[src/design/adts_frame_seek_indexer_defines.svh]
// ----------------------------------------------------------------------------
// adts_frame_seek_indexer_defines
// assertion macros shared by the seek indexer
// ----------------------------------------------------------------------------
`ifndef ADTS_FRAME_SEEK_INDEXER_DEFINES_SVH
`define ADTS_FRAME_SEEK_INDEXER_DEFINES_SVH

// same-cycle implication, checked outside reset
`define AFSI_ASSERT_NOW(lbl, ante, cons, msg) \
  lbl: assert property (@(posedge clk) disable iff (rst) (ante) |-> (cons)) \
    else $error(msg);

// next-cycle implication, checked outside reset
`define AFSI_ASSERT_NEXT(lbl, ante, cons, msg) \
  lbl: assert property (@(posedge clk) disable iff (rst) (ante) |=> (cons)) \
    else $error(msg);

`endif

[src/design/afsi_pkg.sv]
// ----------------------------------------------------------------------------
// afsi_pkg
// types and constants of the adts frame seek indexer
// ----------------------------------------------------------------------------
`timescale 1ns / 1ps
`default_nettype none

package afsi_pkg;

  localparam logic [7:0] SYNC_BYTE    = 8'hff;
  localparam logic [7:0] SYNC_MASK    = 8'hf6;
  localparam logic [7:0] SYNC_VALUE   = 8'hf0;
  localparam logic [7:0] VERSION_MASK = 8'h08;
  localparam logic [1:0] LEN_HI_MASK  = 2'h3;
  localparam logic [12:0] HEADER_LEN  = 13'd8;
  localparam logic [2:0] HDR_LAST_POS = 3'd7;
  localparam logic [2:0] HDR_STORED   = 3'd6;
  localparam logic [7:0] FPE_RESET    = 8'd43;

  localparam logic CFG_START_OFFSET     = 1'b0;
  localparam logic CFG_FRAMES_PER_ENTRY = 1'b1;

  localparam logic KIND_ENTRY   = 1'b0;
  localparam logic KIND_SUMMARY = 1'b1;

  typedef struct packed {
    logic [7:0] data_byte;
    logic       last_byte;
  } in_item_t;

  typedef struct packed {
    logic        kind;
    logic [31:0] position;
    logic [23:0] entry_index;
    logic [23:0] entries_total;
    logic        last;
  } out_item_t;

endpackage

`default_nettype wire

[src/design/adts_frame_seek_indexer.sv]
// ----------------------------------------------------------------------------
// adts_frame_seek_indexer
// scans an adts byte stream, emits seek entries and an end-of-scan summary
// ----------------------------------------------------------------------------
//  channel  | signals                         | direction
//  ---------+---------------------------------+----------
//  in       | in_valid, in_stall, in_data     | sink
//  out      | out_valid, out_stall, out_data  | source
//  cfg      | cfg_write, cfg_index, cfg_data  | sink
//
//  one byte per cycle while in_stall is low; each byte is parsed in the cycle it is accepted and
//  its results land in a three-slot output queue, visible the next cycle.
//  a byte gives at most two beats (entry and summary at end of scan).
//  in_stall rises only when two or more beats wait in the queue.
//  rst is synchronous; it clears the scan and restores register defaults.
//  after the summary every accepted byte is dropped until reset.
// ----------------------------------------------------------------------------
`timescale 1ns / 1ps
`default_nettype none

module adts_frame_seek_indexer
  import afsi_pkg::*;
(
  input  wire logic        clk,
  input  wire logic        rst,
  input  wire logic        in_valid,
  output logic             in_stall,
  input  wire in_item_t    in_data,
  output logic             out_valid,
  input  wire logic        out_stall,
  output out_item_t        out_data,
  input  wire logic        cfg_write,
  input  wire logic        cfg_index,
  input  wire logic [31:0] cfg_data
);

  logic [31:0] start_offset;
  logic [7:0]  frames_per_entry;

  logic [31:0] byte_offset, byte_offset_next;
  logic [7:0]  header_store [HDR_STORED];
  logic [2:0]  header_bytes_seen, header_bytes_seen_next;
  logic [12:0] skip_left, skip_left_next;
  logic        first_frame_done, first_frame_done_next;
  logic        version_bit, version_bit_next;
  logic [7:0]  frames_in_entry, frames_in_entry_next;
  logic [23:0] entry_count, entry_count_next;
  logic [31:0] frame_start, frame_start_next;
  logic        scan_stopped, scan_stopped_next;

  out_item_t   queue [3];
  out_item_t   queue_next [3];
  logic [1:0]  count, count_next;

  logic        accept, pop, work;
  logic        make_entry, make_summary;
  logic        sync_ok, is_stop;
  logic [12:0] flen;
  logic [7:0]  fie_cur;
  logic [1:0]  base;
  out_item_t   res0, res1;
  logic        push0, push1;

  assign in_stall  = count > 2'd1;
  assign accept    = in_valid && !in_stall;
  assign work      = accept && !scan_stopped;
  assign out_valid = count != 2'd0;
  assign out_data  = queue[0];
  assign pop       = out_valid && !out_stall;

  // byte parser
  always_comb begin
    byte_offset_next       = byte_offset;
    header_bytes_seen_next = header_bytes_seen;
    skip_left_next         = skip_left;
    first_frame_done_next  = first_frame_done;
    version_bit_next       = version_bit;
    frames_in_entry_next   = frames_in_entry;
    entry_count_next       = entry_count;
    frame_start_next       = frame_start;
    scan_stopped_next      = scan_stopped;
    make_entry             = 1'b0;
    is_stop                = 1'b0;
    sync_ok = (header_store[0] == SYNC_BYTE) &&
              ((header_store[1] & SYNC_MASK) == SYNC_VALUE);
    if (!first_frame_done) begin
      version_bit_next = (header_store[1] & VERSION_MASK) != 8'd0;
    end
    if (version_bit_next) begin
      flen = {header_store[3][1:0] & LEN_HI_MASK, header_store[4], header_store[5][7:5]};
    end else begin
      flen = {header_store[4], header_store[5][7:3]};
    end
    fie_cur = (frames_in_entry >= frames_per_entry) ? 8'd0 : frames_in_entry;

    if (work) begin
      byte_offset_next = byte_offset + 32'd1;
      if (skip_left != 13'd0) begin
        skip_left_next = skip_left - 13'd1;
      end else begin
        if (header_bytes_seen == 3'd0) begin
          frame_start_next = byte_offset;
        end
        if (header_bytes_seen != HDR_LAST_POS) begin
          header_bytes_seen_next = header_bytes_seen + 3'd1;
        end else begin
          header_bytes_seen_next = 3'd0;
          if (!sync_ok) begin
            is_stop = 1'b1;
          end else begin
            first_frame_done_next = 1'b1;
            make_entry            = fie_cur == 8'd0;
            if (make_entry) begin
              entry_count_next = entry_count + 24'd1;
            end
            frames_in_entry_next = fie_cur + 8'd1;
            if (flen < HEADER_LEN) begin
              is_stop = 1'b1;
            end else begin
              skip_left_next = flen - HEADER_LEN;
            end
          end
        end
      end
    end
    // without a valid header the version bit stays put
    if (!(work && skip_left == 13'd0 && header_bytes_seen == HDR_LAST_POS && sync_ok)) begin
      version_bit_next = version_bit;
    end
    make_summary = work && (is_stop || in_data.last_byte);
    if (make_summary) begin
      scan_stopped_next = 1'b1;
    end
  end

  // result beats
  always_comb begin
    res1               = '0;
    res1.kind          = KIND_SUMMARY;
    res1.entries_total = entry_count_next;
    res1.last          = 1'b1;
    if (make_entry) begin
      res0             = '0;
      res0.kind        = KIND_ENTRY;
      res0.position    = frame_start_next + start_offset;
      res0.entry_index = entry_count;
      res0.last        = !make_summary;
    end else begin
      res0 = res1;
    end
    push0 = make_entry || make_summary;
    push1 = make_entry && make_summary;
  end

  // output queue, slot zero drives the port
  always_comb begin
    base = count - {1'b0, pop};
    for (int i = 0; i < 3; i++) begin
      if (pop) begin
        queue_next[i] = (i < 2) ? queue[i + 1] : queue[i];
      end else begin
        queue_next[i] = queue[i];
      end
      if (push0 && base == 2'(i)) begin
        queue_next[i] = res0;
      end
      if (push1 && (base + 2'd1) == 2'(i)) begin
        queue_next[i] = res1;
      end
    end
    count_next = base + {1'b0, push0} + {1'b0, push1};
  end

  always_ff @(posedge clk) begin
    if (rst) begin
      start_offset      <= 32'd0;
      frames_per_entry  <= FPE_RESET;
      byte_offset       <= 32'd0;
      header_bytes_seen <= 3'd0;
      skip_left         <= 13'd0;
      first_frame_done  <= 1'b0;
      version_bit       <= 1'b0;
      frames_in_entry   <= 8'd0;
      entry_count       <= 24'd0;
      frame_start       <= 32'd0;
      scan_stopped      <= 1'b0;
      count             <= 2'd0;
    end else begin
      if (cfg_write) begin
        case (cfg_index)
          CFG_START_OFFSET:     start_offset     <= cfg_data;
          CFG_FRAMES_PER_ENTRY: frames_per_entry <= cfg_data[7:0];
          default: ;
        endcase
      end
      byte_offset       <= byte_offset_next;
      header_bytes_seen <= header_bytes_seen_next;
      skip_left         <= skip_left_next;
      first_frame_done  <= first_frame_done_next;
      version_bit       <= version_bit_next;
      frames_in_entry   <= frames_in_entry_next;
      entry_count       <= entry_count_next;
      frame_start       <= frame_start_next;
      scan_stopped      <= scan_stopped_next;
      count             <= count_next;
    end
  end

  // header bytes and queue payload carry no reset
  always_ff @(posedge clk) begin
    if (work && skip_left == 13'd0 && header_bytes_seen < HDR_STORED) begin
      header_store[header_bytes_seen] <= in_data.data_byte;
    end
    for (int i = 0; i < 3; i++) begin
      queue[i] <= queue_next[i];
    end
  end

`include "adts_frame_seek_indexer_defines.svh"

  `AFSI_ASSERT_NOW(a_queue_bound, count == 2'd3, !accept || scan_stopped, "queue overfilled")
  `AFSI_ASSERT_NEXT(a_stopped_quiet, scan_stopped, count <= $past(count), "beat after stop")
  `AFSI_ASSERT_NOW(a_summary_last, out_valid && out_data.kind == KIND_SUMMARY, out_data.last, "summary without last")
  `AFSI_ASSERT_NOW(a_skip_header, skip_left != 13'd0, header_bytes_seen == 3'd0, "skip inside header")

endmodule

`default_nettype wire
[config.mk]
export PLATFORM = sky130hd
export DESIGN_NAME = adts_frame_seek_indexer
export DESIGN_NICKNAME = d
export VERILOG_FILES = /design/src/design/afsi_pkg.sv /design/src/design/adts_frame_seek_indexer.sv
export VERILOG_INCLUDE_DIRS = /design/src /design/src/design
export SDC_FILE = /design/constraint.sdc
export NUM_CORES = 1
export LEC_CHECK = 0
export BUFFER_PORTS_ARGS = -buffer_cell sky130_fd_sc_hd__buf_2
export CAP_MARGIN = 20
export CELL_PAD_IN_SITES_DETAIL_PLACEMENT = 0
export CELL_PAD_IN_SITES_GLOBAL_PLACEMENT = 1
export CORE_MARGIN = 3
export CORE_UTILIZATION = 42
export DETAILED_ROUTE_END_ITERATION = 8
export PLACE_DENSITY_LB_ADDON = 0.1
export SYNTH_ARGS = -nofsm -noshare
export SYNTH_HDL_FRONTEND = slang
export SYNTH_SLANG_ARGS = --single-unit
[constraint.sdc]
create_clock -name clk -period 5.42 [get_ports clk]
set_input_delay 1.626 -clock clk [delete_from_list [all_inputs] [get_ports clk]]
set_output_delay 1.626 -clock clk [all_outputs]
set_load 0.02 [all_outputs]
After elaboration in Yosys (flattened, before gate mapping)
Memories as Yosys holds them, arrays and structs flattened. Index checks and enable logic that the tools add are counted.

Flip-flop bits (word level): 157. Bits in writable memories: 294. Bits of input ports: 47. Output and inout port bits: 84. Memories kept: 2.

$add $sub $neg: 11. Magnitude comparators: 4. Equal/unequal tests: 10. Mux-type cells: 36. Bitwise logic cells: 3. Reduce and logical (&&, ||, !) cells: 35.

Memory list: queue (words 3, width 82, rd ports 3, clocked after Yosys merged registers in 0, write ports 3, line adts_frame_seek_indexer.sv:51) `out_item_t queue [3];`; header_store (words 6, width 8, rd ports 5, clocked after Yosys merged registers in 0, write ports 1, line adts_frame_seek_indexer.sv:41) `logic [7:0] header_store [HDR_STORED];`.

Operators by type and width (number): two-way mux 82 bit (9); two-way mux 24 bit (5); two-way mux 32 bit (3); two-way mux 13 bit (5); adder 32 x 1 -> 32 bit (second input constant) (1); adder 32 bit (1); adder 24 x 1 -> 24 bit (second input constant) (1); logical AND 1 bit (16); logical NOT 13 bit (1); < comparator 13 x 4 -> 1 bit (second input constant) (1); nonzero test 13 bit (1); subtractor 13 x 1 -> 13 bit (second input constant) (1); subtractor 13 x 4 -> 13 bit (second input constant) (1); two-way mux 1 bit (12); adder 8 x 1 -> 8 bit (second input constant) (1); == test 8 bit (second input constant) (1); >= comparator 8 bit (1); logical NOT 8 bit (1); two-way mux 8 bit (1); AND reduction 4 bit (2); == test 6 bit (second input constant) (1); AND reduction 2 bit (3); adder 2 x 1 -> 2 bit (2); == test 2 x 1 -> 1 bit (second input constant) (2); 16 further kinds (26).

Logic depth before layout (Yosys ltp)
An unclocked memory read counts as a cell.

Depth in word-level cells: 15. Mapped depth: 20. Depth with buffers taken out: 18.

Worst setup path after synthesis
No wires, ideal clock.

Path type: input to register. Start: input port in_valid. End: memory queue[0][78] (netlist name). Setup time: 0.078 ns. Arrival: 5.583 ns. Required time: 5.342 ns. Slack: -0.241 ns. Cell stages on the path: 16. Buffers on the path: 2. Path through: nor3b_1 -> nand2_1 -> clkbuf_1 -> nor3b_2 -> clkbuf_1 -> mux2_2 -> ha_1 -> a21o_1 -> a21o_1 -> a21o_1 -> or3_1 -> a2111oi_1 -> o21ai_0 -> and4b_1 -> o21a_1 -> nor3_1.

RTL lines: from (decl) (line adts_frame_seek_indexer.sv:26) `input wire logic in_valid,`; to (decl) (line adts_frame_seek_indexer.sv:51).

==> results.tsv <==
stage	metric	value	unit
yosys	sequential share of the synthesized area	47.2	%
power_and_ir_drop	Cell Pwr Density	448	nW/um^2
yosys	Synth Area in XOR/XNOR	3.79	%
timing	setup ws final	466	ps
min_path	Hold Path Class	register to register	
clock_network	CTS root buffer	clkbuf_16	
timing	final period utilization	91.4	%
timing	final hold vios	0	
floorplanning	row cnt	80	
yosys	Synth cell types	76	
clock_network	Hold-fix buffers, CTS	0	
timing	final hold slack	431	ps
global_route	first-pass GRT wire length	92300	um
yosys	share of synthesized area spent on multiplexers	2.65	%
critical_path	reg-to-reg endpoint	queue[0][159]	
critical_path	FF-to-FF setup slack	660	ps
critical_path	Worst path slowest cell	a221o_1	
yosys	Simple-Gate Fraction of Synth Area	21.5	%
critical_path	CP endpoint kind	register	
power_and_ir_drop	Seq pwr share	41.7	%
placed_design	Place WS	-92.0	ps
final_layout	most frequent cells in the layout	nor2_1 (369), dfxtp_1 (331), nand2_1 (297), a21oi_1 (197), o21ai_0 (155)	
min_path	Hold Path End	queue[0][225]	
placed_design	Port Buffers	130	
critical_path	worst reg2reg path startpoint	skip_left[0]	
floorplanning	core area	48000	um^2
critical_path	Cell Chain, Critical Path	buf_2 -> nor3b_2 -> nand2_1 -> nor3b_4 -> buf_4 -> mux2_2 -> ha_1 -> a21oi_1 -> o21ai_0 -> a221o_1 -> o2111ai_1 -> a31oi_1 -> o21a_1 -> or3_1 -> nand3_1 -> a21oi_1	
yosys	Top FF cell, synth	dfxtp_1	
min_path	Hold Path Depth	2	
critical_path	Startpoint Class	input pin	
critical_path	Max Fanout on Critical Path	17	
global_route	overflow left after global routing	0	
floorplanning	die area	51600	um^2
clock_network	clk buf depth	3	
routing	drt wl/cell	19.0	um
flow_run	Max Cap Viol	0	
final_layout	Final #Nets	2564	
clock_network	post-CTS setup repair buffer count	0	
placed_design	placed cell areas	21700	um^2
final_layout	post-route core utilization	48.5	%
global_route	Total GRT Usage	22.8	%
timing	Final Max Slew Viols	0	
power_and_ir_drop	Switching Share	33.6	%
routing	number of routed nets with antenna violations	0	
timing	min Tclk post-route	4950	ps
global_route	largest net degree at the start of global routing	85	
floorplanning	IO Pins	131	
yosys	post-synthesis compound-gate area fraction	15.3	%
floorplanning	Die Wd	227	um
routing	Starting DRT DRC Count	1296	
clock_network	Clock transition at path regs	60	ps
critical_path	critical path data required time	5870	ps
global_route	number of global-route vias before repair	15900	
clock_network	PostCTS Resize Cnt	0	
routing	first drt pass iteration count	6	
clock_network	CTS HTree Levels	2	
power_and_ir_drop	Clock Power Share	31.0	%
timing	Worst Clk Skew	25.2	ps
power_and_ir_drop	worst vdd ir	0.256	mV
critical_path	cell depth of the worst flop-to-flop path	19	
power_and_ir_drop	combinational fraction of design power	27.3	%
timing	max-slew headroom at the worst pin	37.4	%
final_layout	fin area	23300	um^2
routing	detailed-route via count	17100	
yosys	FFs w/ async S/R, synth	0	%
power_and_ir_drop	Psw	3.50	mW
yosys	Synth Area per Inst	8.59	um^2
global_route	initial antenna violation count	2	
routing	Residual DRC	0	
power_and_ir_drop	Power Total	10.4	mW
run_status	status	completed	
critical_path	WS Path Type	input pin to register	
final_layout	most common cell after layout, fill and taps aside	nor2_1	
yosys	largest family of logic cells by synthesized area	simple AND/OR/NAND/NOR gates	
timing	final setup fails	0	
yosys	EDFF count, synth	102	
critical_path	Worst path max stage delay	400	ps
routing	Vias/cell	5.48	
final_layout	fillcell total	4677	
timing	Max Freq	202	MHz
yosys	Mapped Area	20500	um^2
yosys	syn_nets	2490	
final_layout	share of layout cells above drive strength 1	15.1	%
clock_network	CTS Sinks	433	
timing	Slew @ Worst Pin	933	ps
yosys	Syn Inst Count	2391	
final_layout	antenna fix cells	0	
min_path	hold path start	queue[0][225]	
clock_network	clock latency at the later pin of the worst-skew pair	590	ps
yosys	Post-Synth Adder-Cell Area	3.24	%
final_layout	Layout area overhead	13.4	%
power_and_ir_drop	Int Pwr	6.93	mW
critical_path	worst path arrival time	5400	ps
yosys	Yosys warnings	0	
critical_path	most used cell, CP	a21oi_1	
placed_design	DP HPWL	40600	um
placed_design	Placer Congestion	0.855	
clock_network	CTS buffer count	48	
yosys	Synth Register Bits	433	
routing	final WL	59200	um
power_and_ir_drop	Leak	9.60	nW
floorplanning	initial core utilization	42.8	%
floorplanning	die height	227	um
timing	RSZ-0062 raised after global routing	false	
clock_network	CTS tree	built	
[kinds of logic (layout without fill, tap and decap cells)]
group	after synthesis	in the layout
adder cells (fa/ha/maj)	52	52
flip-flops	433	433
AND/OR/NAND/NOR	988	988
buffers and inverters	256	366
XOR/XNOR	89	89
AO/OA/AOI/OAI	523	523
multiplexers	50	50
[synth_stat cells, drive strengths merged (17+ instances only)]
master	n	share of area, %
mux2	32	1.8
ha	50	3.0
mux2i	18	0.90
a21o	21	0.77
xor2	55	2.3
dfxtp	331	32
a211oi	18	0.66
nand4	17	0.52
nand2	297	5.4
nor3	77	1.9
inv	32	0.58
xnor2	34	1.4
o21ai	160	4.0
a22o	24	1.0
nand3	69	1.7
edfxtp	102	15
buf	120	3.9
nor2b	40	1.2
and3	42	1.3
a21oi	201	4.9
nor2	375	6.9
clkbuf	103	1.9
[per-stage QoR]
| stage | instances | setup TNS [ps] |
|---|---|---|
| finish | 3116 | 0 |
| global route | 3116 | 0 |
| CTS | 3115 | 0 |
| detailed placement | 3029 | -540 |
| global placement | 3029 | -172 |
| floorplan | 2391 | 0 |
[worst max path at each step]
stage | from | end | slack [ps] | cells past startpoint
after floorplan | in_valid | queue[0][241] | 30 | 17
after global placement | in_valid | queue[0][241] | -50 | 16
after detailed placement | in_valid | queue[0][62] | -90 | 19
after CTS | in_valid | queue[0][62] | 520 | 19
after global routing | in_valid | queue[0][241] | 220 | 16
final | in_valid | queue[0][159] | 470 | 16
[worst max-delay path, delay by kind of cell]
family | cells | cell delay, ps
adders and majority gates | 1 | 350
AOI/OAI and AO/OA | 7 | 1580
muxes | 1 | 380
and+or+nand+nor | 5 | 1040
buffers and inverters | 2 | 410
[sequential cells by signal, summed over array words and instances, names as in the netlist, 2 cells and up]
name,count
frame_start,32
byte_offset,32
header_bytes_seen,3
header_store,30
queue,246
frames_in_entry,8
frames_per_entry,8
start_offset,32
skip_left,13
entry_count,24
count,2
[power groups by stage]
stage	sequential, mW	clock (mW)	combinational (mW)
2_1_floorplan	4.32	0	2.32
3_3_place_gp	4.40	0	2.82
3_5_place_dp	4.41	0	2.85
4_1_cts	4.35	3.32	2.87
5_1_grt	4.42	3.45	3.17
6_report	4.35	3.23	2.85
[final cells by class]
cell class / count / area (um^2) / area share [%]
repair buffers: 247 / 1550 / 6.66
clock buffers: 74 / 1390 / 5.97
multi-input cells: 1702 / 9620 / 41.3
clock inverters: 12 / 156 / 0.671
well taps: 615 / 769 / 3.30
flip-flops and latches: 433 / 9690 / 41.6
inverters: 33 / 124 / 0.532
[metal layers]
metal | up-vias | part of all wire (%) | GRT usage [%]
met5 | - | 0.029 | 0
met4 | 2 | 2.4 | 6.62
met3 | 87 | 5.4 | 3.19
met2 | 435 | 44 | 35.8
met1 | 8200 | 48 | 32.9
li1 | 8354 | - | -
(Power assumes the default switching activity.)
